`src/hw/rtl/ssm_pkg.sv`:
```
// Shared types and constants of the soft sphere mask voxel block.
// Used by the top level and the square-root pipeline; no dependencies.
`default_nettype none

package ssm_pkg;

   localparam int FRAC_BITS_DEFAULT = 8;
   localparam int MAX_SIZE          = 256;

   localparam int INDEX_W  = 8;
   localparam int ADDR_W   = 24;
   localparam int SIZE_W   = 9;
   localparam int RADIUS_W = 17;
   localparam int CENTER_W = 16;

   localparam int CSR_INDEX_W = 3;
   localparam int CSR_DATA_W  = 17;

   localparam logic [CSR_INDEX_W-1:0] REG_VOLUME_SIZE  = 3'd0;
   localparam logic [CSR_INDEX_W-1:0] REG_RADIUS       = 3'd1;
   localparam logic [CSR_INDEX_W-1:0] REG_CENTER_ROW   = 3'd2;
   localparam logic [CSR_INDEX_W-1:0] REG_CENTER_COL   = 3'd3;
   localparam logic [CSR_INDEX_W-1:0] REG_CENTER_SLICE = 3'd4;

   localparam logic [SIZE_W-1:0] VOLUME_SIZE_RESET = 9'd64;

   // Per-voxel results that ride alongside the distance computation.
   typedef struct packed {
      logic [ADDR_W-1:0] voxel_address;
      logic              outside_volume;
   } side_type;

endpackage

`default_nettype wire

```
`src/hw/rtl/ssm_isqrt.sv`:
```
// Pipelined floor square root, one result bit per stage, with sideband.
// Depends on ssm_pkg for the sideband type.
`default_nettype none

module ssm_isqrt #(
   parameter int SUM_W = 34
) (
   input  wire logic                   clock,
   input  wire logic                   reset,
   input  wire logic                   in_valid,
   output logic                        in_ready,
   input  wire logic [SUM_W-1:0]       in_radicand,
   input  wire ssm_pkg::side_type      in_side,
   output logic                        out_valid,
   input  wire logic                   out_ready,
   output logic [SUM_W/2-1:0]          out_root,
   output ssm_pkg::side_type           out_side
);

   localparam int STEPS  = SUM_W / 2;
   localparam int ROOT_W = SUM_W / 2;

   logic                 valid_ff [STEPS];
   logic [SUM_W-1:0]     res_ff   [STEPS];
   logic [SUM_W-1:0]     v_ff     [STEPS-1];
   ssm_pkg::side_type    side_ff  [STEPS];
   logic                 rdy      [STEPS+1];

   assign rdy[STEPS] = out_ready;
   assign in_ready   = rdy[0];

   for (genvar k = 0; k < STEPS; k++) begin : g_stage
      localparam logic [SUM_W-1:0] BIT_VAL = SUM_W'(1) << (2 * (STEPS - 1 - k));

      logic                 src_valid;
      logic [SUM_W-1:0]     src_v;
      logic [SUM_W-1:0]     src_res;
      ssm_pkg::side_type    src_side;
      logic [SUM_W:0]       trial;
      logic                 take;

      if (k == 0) begin : g_first
         assign src_valid = in_valid;
         assign src_v     = in_radicand;
         assign src_res   = '0;
         assign src_side  = in_side;
      end else begin : g_next
         assign src_valid = valid_ff[k-1];
         assign src_v     = v_ff[k-1];
         assign src_res   = res_ff[k-1];
         assign src_side  = side_ff[k-1];
      end

      assign rdy[k] = !valid_ff[k] || rdy[k+1];
      assign trial  = {1'b0, src_res} + {1'b0, BIT_VAL};
      assign take   = {1'b0, src_v} >= trial;

      always_ff @(posedge clock) begin
         if (reset) begin
            valid_ff[k] <= 1'b0;
         end else if (rdy[k]) begin
            valid_ff[k] <= src_valid;
         end
      end

      always_ff @(posedge clock) begin
         if (rdy[k]) begin
            side_ff[k] <= src_side;
            if (take) begin
               res_ff[k] <= (src_res >> 1) + BIT_VAL;
            end else begin
               res_ff[k] <= src_res >> 1;
            end
         end
      end

      // The last stage needs only the root, not the remainder.
      if (k < STEPS - 1) begin : g_rem
         always_ff @(posedge clock) begin
            if (rdy[k]) begin
               if (take) begin
                  v_ff[k] <= src_v - trial[SUM_W-1:0];
               end else begin
                  v_ff[k] <= src_v;
               end
            end
         end
      end
   end

   assign out_valid = valid_ff[STEPS-1];
   assign out_root  = res_ff[STEPS-1][ROOT_W-1:0];
   assign out_side  = side_ff[STEPS-1];

endmodule

`default_nettype wire

```
`src/hw/rtl/soft_sphere_mask_voxel.sv`:
```
// Soft-edged spherical mask per voxel, with linear address and bounds flag.
// Depends on ssm_pkg and ssm_isqrt.
//
//   Channel  Dir  Beat contents
//   req_     in   row_index, col_index, slice_index
//   rsp_     out  mask_value, voxel_address, outside_volume
//   csr_     in   register write: index, data (no read-back)
//
// One voxel per cycle sustained while rsp_tready stays high; the square-root
// pipeline resolves one root bit per stage after three stages of difference,
// square and sum, and a registered output stage follows it.
// Synchronous reset clears every valid bit and loads the register reset values.
// Every stage holds its beat only while the stage after it is full and stalled;
// empty stages fill, so bubbles close up behind a stalled output.
`default_nettype none

module soft_sphere_mask_voxel #(
   parameter int FRAC_BITS = ssm_pkg::FRAC_BITS_DEFAULT
) (
   input  wire logic                                        clock,
   input  wire logic                                        reset,
   // req_tdata: row_index[7:0], col_index[15:8], slice_index[23:16]
   input  wire logic                                        req_tvalid,
   output logic                                             req_tready,
   input  wire logic [3*ssm_pkg::INDEX_W-1:0]               req_tdata,
   // rsp_tdata: mask_value, voxel_address, outside_volume, zero fill
   output logic                                             rsp_tvalid,
   input  wire logic                                        rsp_tready,
   output logic [((FRAC_BITS+1+ssm_pkg::ADDR_W+1+7)/8)*8-1:0] rsp_tdata,
   input  wire logic                                        csr_we,
   input  wire logic [ssm_pkg::CSR_INDEX_W-1:0]             csr_index,
   input  wire logic [ssm_pkg::CSR_DATA_W-1:0]              csr_wdata
);

   localparam int IW      = ssm_pkg::INDEX_W;
   localparam int AW      = ssm_pkg::ADDR_W;
   localparam int LW      = ssm_pkg::SIZE_W;
   localparam int RW      = ssm_pkg::RADIUS_W;
   localparam int CW      = ssm_pkg::CENTER_W;
   localparam int POS_W   = IW + FRAC_BITS;
   localparam int DIFF_W  = (POS_W > CW) ? POS_W : CW;
   localparam int SQ_W    = 2 * DIFF_W;
   localparam int SUM_W   = SQ_W + 2;
   localparam int ROOT_W  = SUM_W / 2;
   localparam int CMP_W   = ((ROOT_W > RW) ? ROOT_W : RW) + 1;
   localparam int MASK_W  = FRAC_BITS + 1;
   localparam int RSP_W   = ((MASK_W + AW + 1 + 7) / 8) * 8;
   localparam int RL_W    = IW + LW;
   localparam int RLL_W   = RL_W + LW;

   localparam logic [MASK_W-1:0] MASK_ONE = {1'b1, {FRAC_BITS{1'b0}}};

   // Configuration registers
   logic [LW-1:0] volume_size_ff;
   logic [RW-1:0] radius_ff;
   logic [CW-1:0] center_row_ff;
   logic [CW-1:0] center_col_ff;
   logic [CW-1:0] center_slice_ff;

   always_ff @(posedge clock) begin
      if (reset) begin
         volume_size_ff  <= ssm_pkg::VOLUME_SIZE_RESET;
         radius_ff       <= '0;
         center_row_ff   <= '0;
         center_col_ff   <= '0;
         center_slice_ff <= '0;
      end else if (csr_we) begin
         unique case (csr_index)
            ssm_pkg::REG_VOLUME_SIZE:  volume_size_ff  <= csr_wdata[LW-1:0];
            ssm_pkg::REG_RADIUS:       radius_ff       <= csr_wdata[RW-1:0];
            ssm_pkg::REG_CENTER_ROW:   center_row_ff   <= csr_wdata[CW-1:0];
            ssm_pkg::REG_CENTER_COL:   center_col_ff   <= csr_wdata[CW-1:0];
            ssm_pkg::REG_CENTER_SLICE: center_slice_ff <= csr_wdata[CW-1:0];
            default: ;
         endcase
      end
   end

   function automatic logic [DIFF_W-1:0] abs_diff(input logic [IW-1:0] idx,
                                                  input logic [CW-1:0] ctr);
      logic [DIFF_W:0] pos;
      logic [DIFF_W:0] cen;
      pos = (DIFF_W+1)'({idx, {FRAC_BITS{1'b0}}});
      cen = (DIFF_W+1)'(ctr);
      if (pos >= cen) begin
         return DIFF_W'(pos - cen);
      end
      return DIFF_W'(cen - pos);
   endfunction

   logic [IW-1:0] req_row;
   logic [IW-1:0] req_col;
   logic [IW-1:0] req_slice;
   logic [LW-1:0] len;

   assign req_row   = req_tdata[IW-1:0];
   assign req_col   = req_tdata[2*IW-1:IW];
   assign req_slice = req_tdata[3*IW-1:2*IW];

   // Saturate the edge length at the largest supported volume.
   assign len = (32'(volume_size_ff) > ssm_pkg::MAX_SIZE) ?
                LW'(ssm_pkg::MAX_SIZE) : volume_size_ff;

   // Stage 1: axis differences, first address products, bounds flag
   logic              s1_valid_ff;
   logic [DIFF_W-1:0] s1_diff_row_ff;
   logic [DIFF_W-1:0] s1_diff_col_ff;
   logic [DIFF_W-1:0] s1_diff_slice_ff;
   logic [RL_W-1:0]   s1_row_len_ff;
   logic [RL_W-1:0]   s1_slice_len_ff;
   logic [IW-1:0]     s1_col_ff;
   logic [LW-1:0]     s1_len_ff;
   logic              s1_outside_ff;
   logic              s1_ready;

   // Stage 2: squares, partial address
   logic              s2_valid_ff;
   logic [SQ_W-1:0]   s2_sq_row_ff;
   logic [SQ_W-1:0]   s2_sq_col_ff;
   logic [SQ_W-1:0]   s2_sq_slice_ff;
   logic [RL_W:0]     s2_addr_lo_ff;
   logic [AW-1:0]     s2_slice_area_ff;
   logic              s2_outside_ff;
   logic              s2_ready;
   logic [RLL_W-1:0]  slice_area;

   // Stage 3: sum of squares, full address
   logic              s3_valid_ff;
   logic [SUM_W-1:0]  s3_sum_ff;
   ssm_pkg::side_type s3_side_ff;
   logic              s3_ready;

   // Square root
   logic              sq_in_ready;
   logic              sq_out_valid;
   logic [ROOT_W-1:0] sq_root;
   ssm_pkg::side_type sq_side;

   // Output stage
   logic              rsp_valid_ff;
   logic [MASK_W-1:0] rsp_mask_ff;
   ssm_pkg::side_type rsp_side_ff;
   logic              rsp_ready;
   logic [CMP_W-1:0]  rad_ext;
   logic [CMP_W-1:0]  dist_ext;
   logic [CMP_W-1:0]  mask_diff;
   logic [MASK_W-1:0] mask_in;

   assign rsp_ready  = !rsp_valid_ff || rsp_tready;
   assign s3_ready   = !s3_valid_ff || sq_in_ready;
   assign s2_ready   = !s2_valid_ff || s3_ready;
   assign s1_ready   = !s1_valid_ff || s2_ready;
   assign req_tready = s1_ready;

   always_ff @(posedge clock) begin
      if (reset) begin
         s1_valid_ff <= 1'b0;
         s2_valid_ff <= 1'b0;
         s3_valid_ff <= 1'b0;
      end else begin
         if (s1_ready) begin
            s1_valid_ff <= req_tvalid;
         end
         if (s2_ready) begin
            s2_valid_ff <= s1_valid_ff;
         end
         if (s3_ready) begin
            s3_valid_ff <= s2_valid_ff;
         end
      end
   end

   always_ff @(posedge clock) begin
      if (s1_ready) begin
         s1_diff_row_ff   <= abs_diff(req_row, center_row_ff);
         s1_diff_col_ff   <= abs_diff(req_col, center_col_ff);
         s1_diff_slice_ff <= abs_diff(req_slice, center_slice_ff);
         s1_row_len_ff    <= req_row * len;
         s1_slice_len_ff  <= req_slice * len;
         s1_col_ff        <= req_col;
         s1_len_ff        <= len;
         s1_outside_ff    <= (LW'(req_row) >= len) || (LW'(req_col) >= len) ||
                             (LW'(req_slice) >= len);
      end
   end

   assign slice_area = s1_slice_len_ff * s1_len_ff;

   always_ff @(posedge clock) begin
      if (s2_ready) begin
         s2_sq_row_ff     <= s1_diff_row_ff * s1_diff_row_ff;
         s2_sq_col_ff     <= s1_diff_col_ff * s1_diff_col_ff;
         s2_sq_slice_ff   <= s1_diff_slice_ff * s1_diff_slice_ff;
         s2_addr_lo_ff    <= (RL_W+1)'(s1_col_ff) + (RL_W+1)'(s1_row_len_ff);
         s2_slice_area_ff <= slice_area[AW-1:0];
         s2_outside_ff    <= s1_outside_ff;
      end
   end

   always_ff @(posedge clock) begin
      if (s3_ready) begin
         s3_sum_ff <= SUM_W'(s2_sq_row_ff) + SUM_W'(s2_sq_col_ff) +
                      SUM_W'(s2_sq_slice_ff);
         s3_side_ff.voxel_address  <= AW'(s2_addr_lo_ff) + s2_slice_area_ff;
         s3_side_ff.outside_volume <= s2_outside_ff;
      end
   end

   ssm_isqrt #(
      .SUM_W (SUM_W)
   ) u_isqrt (
      .clock       (clock),
      .reset       (reset),
      .in_valid    (s3_valid_ff),
      .in_ready    (sq_in_ready),
      .in_radicand (s3_sum_ff),
      .in_side     (s3_side_ff),
      .out_valid   (sq_out_valid),
      .out_ready   (rsp_ready),
      .out_root    (sq_root),
      .out_side    (sq_side)
   );

   // Clamp radius minus distance to the range zero to one.
   always_comb begin
      rad_ext   = CMP_W'(radius_ff);
      dist_ext  = CMP_W'(sq_root);
      mask_diff = rad_ext - dist_ext;
      priority if (rad_ext <= dist_ext) begin
         mask_in = '0;
      end else if (mask_diff > CMP_W'(MASK_ONE)) begin
         mask_in = MASK_ONE;
      end else begin
         mask_in = MASK_W'(mask_diff);
      end
   end

   always_ff @(posedge clock) begin
      if (reset) begin
         rsp_valid_ff <= 1'b0;
      end else if (rsp_ready) begin
         rsp_valid_ff <= sq_out_valid;
      end
   end

   always_ff @(posedge clock) begin
      if (rsp_ready) begin
         rsp_mask_ff <= mask_in;
         rsp_side_ff <= sq_side;
      end
   end

   assign rsp_tvalid = rsp_valid_ff;
   assign rsp_tdata  = RSP_W'({rsp_side_ff.outside_volume, rsp_side_ff.voxel_address,
                               rsp_mask_ff});

endmodule

`default_nettype wire

```
`config.mk`:
```
export PLATFORM = sky130hd
export DESIGN_NAME = soft_sphere_mask_voxel
export DESIGN_NICKNAME = d
export VERILOG_FILES = /design/src/hw/rtl/ssm_pkg.sv /design/src/hw/rtl/ssm_isqrt.sv /design/src/hw/rtl/soft_sphere_mask_voxel.sv
export SDC_FILE = /design/constraint.sdc
export NUM_CORES = 2
export LEC_CHECK = 0
export BUFFER_PORTS_ARGS = -buffer_cell sky130_fd_sc_hd__buf_2
export CAP_MARGIN = 20
export CORE_ASPECT_RATIO = 1.1
export CORE_UTILIZATION = 60
export DETAILED_ROUTE_END_ITERATION = 10
export MAX_ROUTING_LAYER = met4
export PLACE_DENSITY_LB_ADDON = 0.3
export SLEW_MARGIN = 20
export SYNTH_ARGS = -nofsm -noshare
export SYNTH_HDL_FRONTEND = slang
export SYNTH_SLANG_ARGS = --single-unit
export TNS_END_PERCENT = 1
```
`constraint.sdc`:
```
create_clock -name clock -period 10.45 [get_ports clock]
set_input_delay 1.5675 -clock clock [delete_from_list [all_inputs] [get_ports clock]]
set_output_delay 1.5675 -clock clock [all_outputs]
set_load 0.01 [all_outputs]
```
Word-level counts from Yosys, hierarchy flattened
Memory sizes are Yosys's and may differ from the RTL's. A register that Yosys moved wholly into a read port is not among the register bits.
Cells that the tools add are included.
{"block": "totals", "memories": 4, "inputBits": 49, "mem_bits_rw": 1564, "ff_bits": 385, "out_inout_bits": 42}
{"memory": "u_isqrt.res_ff", "words": 17, "width": 34, "rd": 17, "rd_clocked_by_memory_dff": 0, "write_ports": 17, "line_no": "ssm_isqrt.sv:24", "text": "logic [SUM_W-1:0] res_ff [STEPS];"}
{"memory": "u_isqrt.v_ff", "words": 16, "width": 34, "rd": 16, "rd_clocked_by_memory_dff": 0, "write_ports": 16, "line_no": "ssm_isqrt.sv:25", "text": "logic [SUM_W-1:0] v_ff [STEPS-1];"}
{"memory": "u_isqrt.side_ff", "words": 17, "width": 25, "rd": 17, "rd_clocked_by_memory_dff": 1, "write_ports": 17, "line_no": "ssm_isqrt.sv:26", "text": "ssm_pkg::side_type side_ff [STEPS];"}
{"memory": "u_isqrt.valid_ff", "words": 17, "width": 1, "rd": 17, "rd_clocked_by_memory_dff": 0, "write_ports": 17, "line_no": "ssm_isqrt.sv:23", "text": "logic valid_ff [STEPS];"}
{"block": "op_classes", "add_sub_neg": 59, "multipliers": 6, "bitwise_logic": 50, "n_lt_le_gt_ge": 26, "muxes": 236, "reduce_logical": 51, "eq_ne": 4}
{"operator": "$mux W34", "count": 33}
{"operator": "$ge A34 B35 Y1", "count": 16}
{"operator": "$sub A34 B34 Y34", "count": 15}
{"operator": "$mux W1", "count": 195}
{"operator": "$mul A16 B16 Y32", "count": 3}
{"operator": "$mux W16", "count": 6}
{"operator": "$sub A16 B16 Y16", "count": 6}
{"operator": "$or A1 B1 Y1", "count": 50}
{"operator": "$ge A16 B16 Y1", "count": 3}
{"operator": "$add A34 B1 Y35 const B", "count": 1}
{"operator": "$add A34 B11 Y35 const B", "count": 1}
{"operator": "$add A34 B13 Y35 const B", "count": 1}
{"operator": "$add A34 B15 Y35 const B", "count": 1}
{"operator": "$add A34 B17 Y35 const B", "count": 1}
{"operator": "$add A34 B19 Y35 const B", "count": 1}
{"operator": "$add A34 B21 Y35 const B", "count": 1}
{"operator": "$add A34 B23 Y35 const B", "count": 1}
{"operator": "$add A34 B25 Y35 const B", "count": 1}
{"operator": "$add A34 B27 Y35 const B", "count": 1}
{"operator": "$add A34 B29 Y35 const B", "count": 1}
{"operator": "$add A34 B3 Y35 const B", "count": 1}
{"operator": "$add A34 B31 Y35 const B", "count": 1}
{"operator": "$add A34 B5 Y35 const B", "count": 1}
{"operator": "$add A34 B7 Y35 const B", "count": 1}
{"operator": "other kinds (39)", "count": 90}

Longest topological paths before layout
{"block": "logic_depth", "ltp_word": 24, "ltp_mapped": 26, "depth_no_buf": 25}

Cells and area by module
A second synthesis with hierarchy kept.
{"block": "unflattened", "hier_cells": 8210, "area_unflattened_um2": 97220.7}
{"mod": "soft_sphere_mask_voxel", "n_inst": 1, "area_each_um2": 50382.1, "cells_per_inst": 5164}
{"mod": "ssm_isqrt", "n_inst": 1, "area_each_um2": 46838.7, "cells_per_inst": 3046}

Worst setup path after synthesis
OpenSTA, ideal clock, no wires.
{"block": "synth_path", "path_kind": "input-to-output", "from": "input rsp_tready", "to": "output req_tready", "path_slack_ns": 1.996, "arrival_ns": 6.886, "path_stages": 11, "n_path_buf": 2, "cell_sequence": "and3b_1 -> buf_2 -> and3_1 -> and3_1 -> inv_1 -> nor2_2 -> and3_1 -> buf_2 -> and3_1 -> and3_1 -> nand3_1"}
{"item": "start, declared", "line_no": "soft_sphere_mask_voxel.sv:28", "text": "input wire logic rsp_tready,"}
{"item": "end, declared", "line_no": "soft_sphere_mask_voxel.sv:24", "text": "output logic req_tready,"}

Worst setup path after layout
{"block": "layout_path", "from": "register s1_diff_row_ff[3]", "to": "register s2_sq_row_ff[30], data pin"}
{"block": "layout_via", "elab_chain_len": 1}
{"item": "start, declared", "line_no": "soft_sphere_mask_voxel.sv:106", "text": "logic [DIFF_W-1:0] s1_diff_row_ff;"}
{"item": "start signal, assigned", "line_no": "soft_sphere_mask_voxel.sv:175", "text": "s1_diff_row_ff <= abs_diff(req_row, center_row_ff);"}
{"item": "$mul A16 B16 Y32", "line_no": "soft_sphere_mask_voxel.sv:191", "text": "s2_sq_row_ff <= s1_diff_row_ff * s1_diff_row_ff;"}
{"item": "end signal, assigned", "line_no": "soft_sphere_mask_voxel.sv:191"}
{"item": "end, declared", "line_no": "soft_sphere_mask_voxel.sv:118", "text": "logic [SQ_W-1:0] s2_sq_row_ff;"}
No other way between the ends.
A chain may end at the register's enable or synchronous reset.

==> impl_results.rst <==
.. list-table::
   :header-rows: 1

   * - Metric
     - Value
   * - Area of the mapped netlist
     - 96400 um^2
   * - HPWL after detailed placement
     - 154 mm
   * - Count of TritonRoute iterations in the first routing pass
     - 6
   * - Congestion Overflow GR
     - 0
   * - Leakage component of the power
     - 47.3 nW
   * - Overall Global Routing Usage
     - 26.3%
   * - Setup repair after global routing missed its margin
     - no
   * - Total number of placement rows
     - 153
   * - Final Critical Period
     - 7.26 ns
   * - H-tree lvl count
     - 4
   * - Maximum number of pins on one net before global-route repair
     - 78
   * - Worst Max-Slew Pin Slew
     - 1.05 ns
   * - Post-DRT Antenna Nets
     - 0
   * - Area of the core
     - 159000 um^2
   * - Floorplan die height
     - 422 um
   * - Count of input and output buffers
     - 84
   * - Cell Count, Final, Fillers Out
     - 10506
   * - Max-Cap Viols
     - 0
   * - Post-CTS sizing
     - 0
   * - Area taken by flip-flops and latches
     - 45600 um^2
   * - Cells along the critical path
     - inv_1, nor2_1, ha_1, xor2_1, fa_1, inv_1, fa_1, fa_1, fa_1, inv_1, fa_1, inv_1, ha_1, and4_1, and3_1, nand4_1, a41oi_1, o41a_1, o21a_1, o2111ai_1, nand4b_1, o31ai_1, xnor2_1
   * - Clock tree from TritonCTS
     - yes
   * - First-pass GRT wire length
     - 322 mm
   * - Delay of the slowest critical-path stage
     - 0.73 ns
   * - Worst Path Arrival
     - 7.81 ns
   * - Sum of negative setup slack
     - 0 ns
   * - CP Capture Type
     - flop
   * - Detailed router's first-iteration violation count
     - 4273
   * - Multi-input logic area
     - 45100 um^2
   * - Total power divided by cell area
     - 284 nW/um^2
   * - Horiz. Die Dim
     - 384 um
   * - Worst-case clock skew
     - 0.0547 ns
   * - Number of different library cells in the post-synthesis netlist
     - 103
   * - Most common cell on crit path
     - sky130_fd_sc_hd__fa_1
   * - Mean instance size in the synthesized netlist
     - 11.8 um^2
   * - Top achievable clock speed
     - 138 MHz
   * - Max VDD drop
     - 0.630 mV
   * - Hold/Removal Path Class
     - reg2reg
   * - Number of buffer and inverter stages on the critical path
     - 4
   * - Async set-reset flop share out of synthesis
     - 0%
   * - Syn Inst Count
     - 8158
   * - Post-route fraction of the period consumed by the critical path
     - 69.5%
   * - Top-level I/O count
     - 91
   * - Post-synthesis register bit count
     - 1546
   * - Layout Utilization
     - 65.7%
   * - Worst Setup Path Type
     - reg2reg
   * - Post-synth EDFFs
     - 1468
   * - Starting Density
     - 60.7%
   * - Type of element launching the critical path
     - flop
   * - Required @ worst endpoint
     - 11.00 ns
   * - Yosys Warn Count
     - 0
   * - Number of remaining DRC errors
     - 0
   * - Clock latency on the worst-skew pair
     - 0.85 ns
   * - Post-CTS Setup Inserts
     - 0
   * - Dominant register cell in the synthesized netlist
     - sky130_fd_sc_hd__edfxtp_1
   * - Most frequent cells in the layout
     - sky130_fd_sc_hd__edfxtp_1 (1468), sky130_fd_sc_hd__inv_1 (1331), sky130_fd_sc_hd__nand2_1 (763)
   * - Number of sinks handled by clock tree synthesis
     - 1546
   * - Layout Area Growth over Synthesis
     - 8.30%
   * - Proportion of synthesized chip area in sequential cells
     - 47.3%
   * - Slowest cell on the critical path
     - sky130_fd_sc_hd__edfxtp_1
   * - Final weighted congestion of routability-driven global placement
     - 0.938
   * - Largest delay share family, worst path
     - adder cells
   * - Maximum fanout encountered on the critical timing path
     - 14
   * - Maximum count of clock buffers along a single path
     - 3
   * - WL/cell
     - 19.3 um
   * - Root buffer selected by CTS
     - sky130_fd_sc_hd__clkbuf_16
   * - Final net count
     - 9785
   * - Post-placement cell count
     - 10211
   * - Most common cell after layout, fill and taps aside
     - sky130_fd_sc_hd__edfxtp_1
   * - Clock slew seen by the registers of the worst setup and hold paths
     - 0.06 ns
   * - Cts hold-fix bufs
     - 0
   * - Routed via count divided by cell count
     - 5.61
   * - Via count
     - 58963
   * - Hold Fails Final Rpt
     - 0
   * - Number of setup violations in the final report
     - 0
   * - Via count of the first global-routing pass
     - 60420
   * - Fraction of final layout cells with drive strength greater than 1
     - 5.70%
   * - Tot Pwr
     - 29.7 mW
   * - Worst slew slack as a fraction of its limit
     - 29.5%
   * - Number of inserted filler cells in the final layout
     - 11650
   * - Final Max Slew Viols
     - 0
   * - Drt total wl
     - 202 mm
   * - Antenna violations before repair
     - 11
   * - TritonCTS Buffers
     - 156
   * - Run status
     - completed
   * - Die area
     - 162000 um^2
==> layout make-up <==
| type | instances | share of cell area [%] |
|---|---|---|
| Multi-Input combinational cell | 5105 | 43.2 |
| Antenna cell | 7 | 0.0168 |
| Tap cell | 2092 | 2.51 |
| Clock buffer | 195 | 3.95 |
| Clock inverter | 93 | 1.11 |
| Timing Repair Buffer | 125 | 0.700 |
| Sequential cell | 1546 | 43.7 |
| Inverter | 1343 | 4.83 |
==> worst paths after layout <==
kind | from | to | slack [ns] | cells after the start
max | s1_diff_row_ff[3] | s2_sq_row_ff[30] | 3.19 | 23
min | u_isqrt.side_ff[3][17] | u_isqrt.side_ff[4][17] | 0.40 | 0
min reg2reg | u_isqrt.side_ff[3][17] | u_isqrt.side_ff[4][17] | 0.40 | 0
max reg2reg | s1_diff_row_ff[3] | s2_sq_row_ff[30] | 3.19 | 23
==> where the power goes <==
group	internal, mW	switching (mW)
Sequential	9.84	1.37
Combinational	5.54	7.28
Clock	3.21	2.46
==> layer usage <==
layer / routed length (um) / vias to the layer above / GRT usage [%]
met1: 83300 / 29230 / 33.4
met4: 5540 / 0 / 7.61
met2: 102000 / 1635 / 44.1
met3: 11200 / 329 / 3.39
li1: - / 27769 / -
met5: 0 / - / -
==> metrics by stage <==
stage               setup WS [ns]  area, um^2  hold slack, ns
floorplan                    2.00       96500           0.400
global placement             3.29       99100           0.401
detailed placement           3.22       99100           0.405
CTS                          3.16      104000           0.391
global route                 2.76      104000           0.403
finish                       3.19      104000           0.395
==> flip-flops by register name (all words and copies together) (netlist names), 17 cells and up <==
| name | cells |
|---|---|
| u_isqrt.v_ff | 544 |
| u_isqrt.side_ff | 425 |
| u_isqrt.res_ff | 153 |
| s3_sum_ff | 34 |
| s2_sq_col_ff | 31 |
| s2_sq_row_ff | 31 |
| s2_sq_slice_ff | 31 |
| rsp_tdata | 25 |
| s3_side_ff | 25 |
| s2_slice_area_ff | 24 |
| s2_addr_lo_ff | 18 |
| radius_ff | 17 |
| s1_row_len_ff | 17 |
| s1_slice_len_ff | 17 |
| u_isqrt.valid_ff | 17 |
==> cells by family after synthesis <==
logic type                 synth area share (%)
AOI/OAI and AO/OA                          6.78
buffers and inverters                      5.98
DFF                                        47.3
other                                   0.00389
and+or+nand+nor                            10.6
adders and majority gates                  24.5
muxes                                     0.398
xor gates and xnor gates                   4.37
==> cell usage after synthesis, drive strengths merged, types with 17 or more instances <==
cell type	number	area (um^2)
a21oi	369	1870
nor3b	22	170
nor4	78	500
a31o	17	149
a21o	110	826
and3	44	275
o21a	78	586
fa	719	14400
or3	37	241
nand3	78	395
nor3	119	611
xnor2	308	2700
nor2	393	1500
mux2	19	214
xor2	173	1520
a31oi	24	150
mux2i	17	170
ha	740	9260
edfxtp	1468	44100
buf	33	205
a211oi	23	183
or2	27	169
inv	1341	5030
nand3b	17	128
o21bai	35	263
clkbuf	139	522
o31ai	28	215
or4	19	150
o21ai	224	1120
nand2	771	2900
dfxtp	78	1560
a21boi	20	150
nand4	57	363
and2	232	1450
nor2b	66	413
nand2b	69	432
Note: power is estimated with default switching activity, not from simulation.
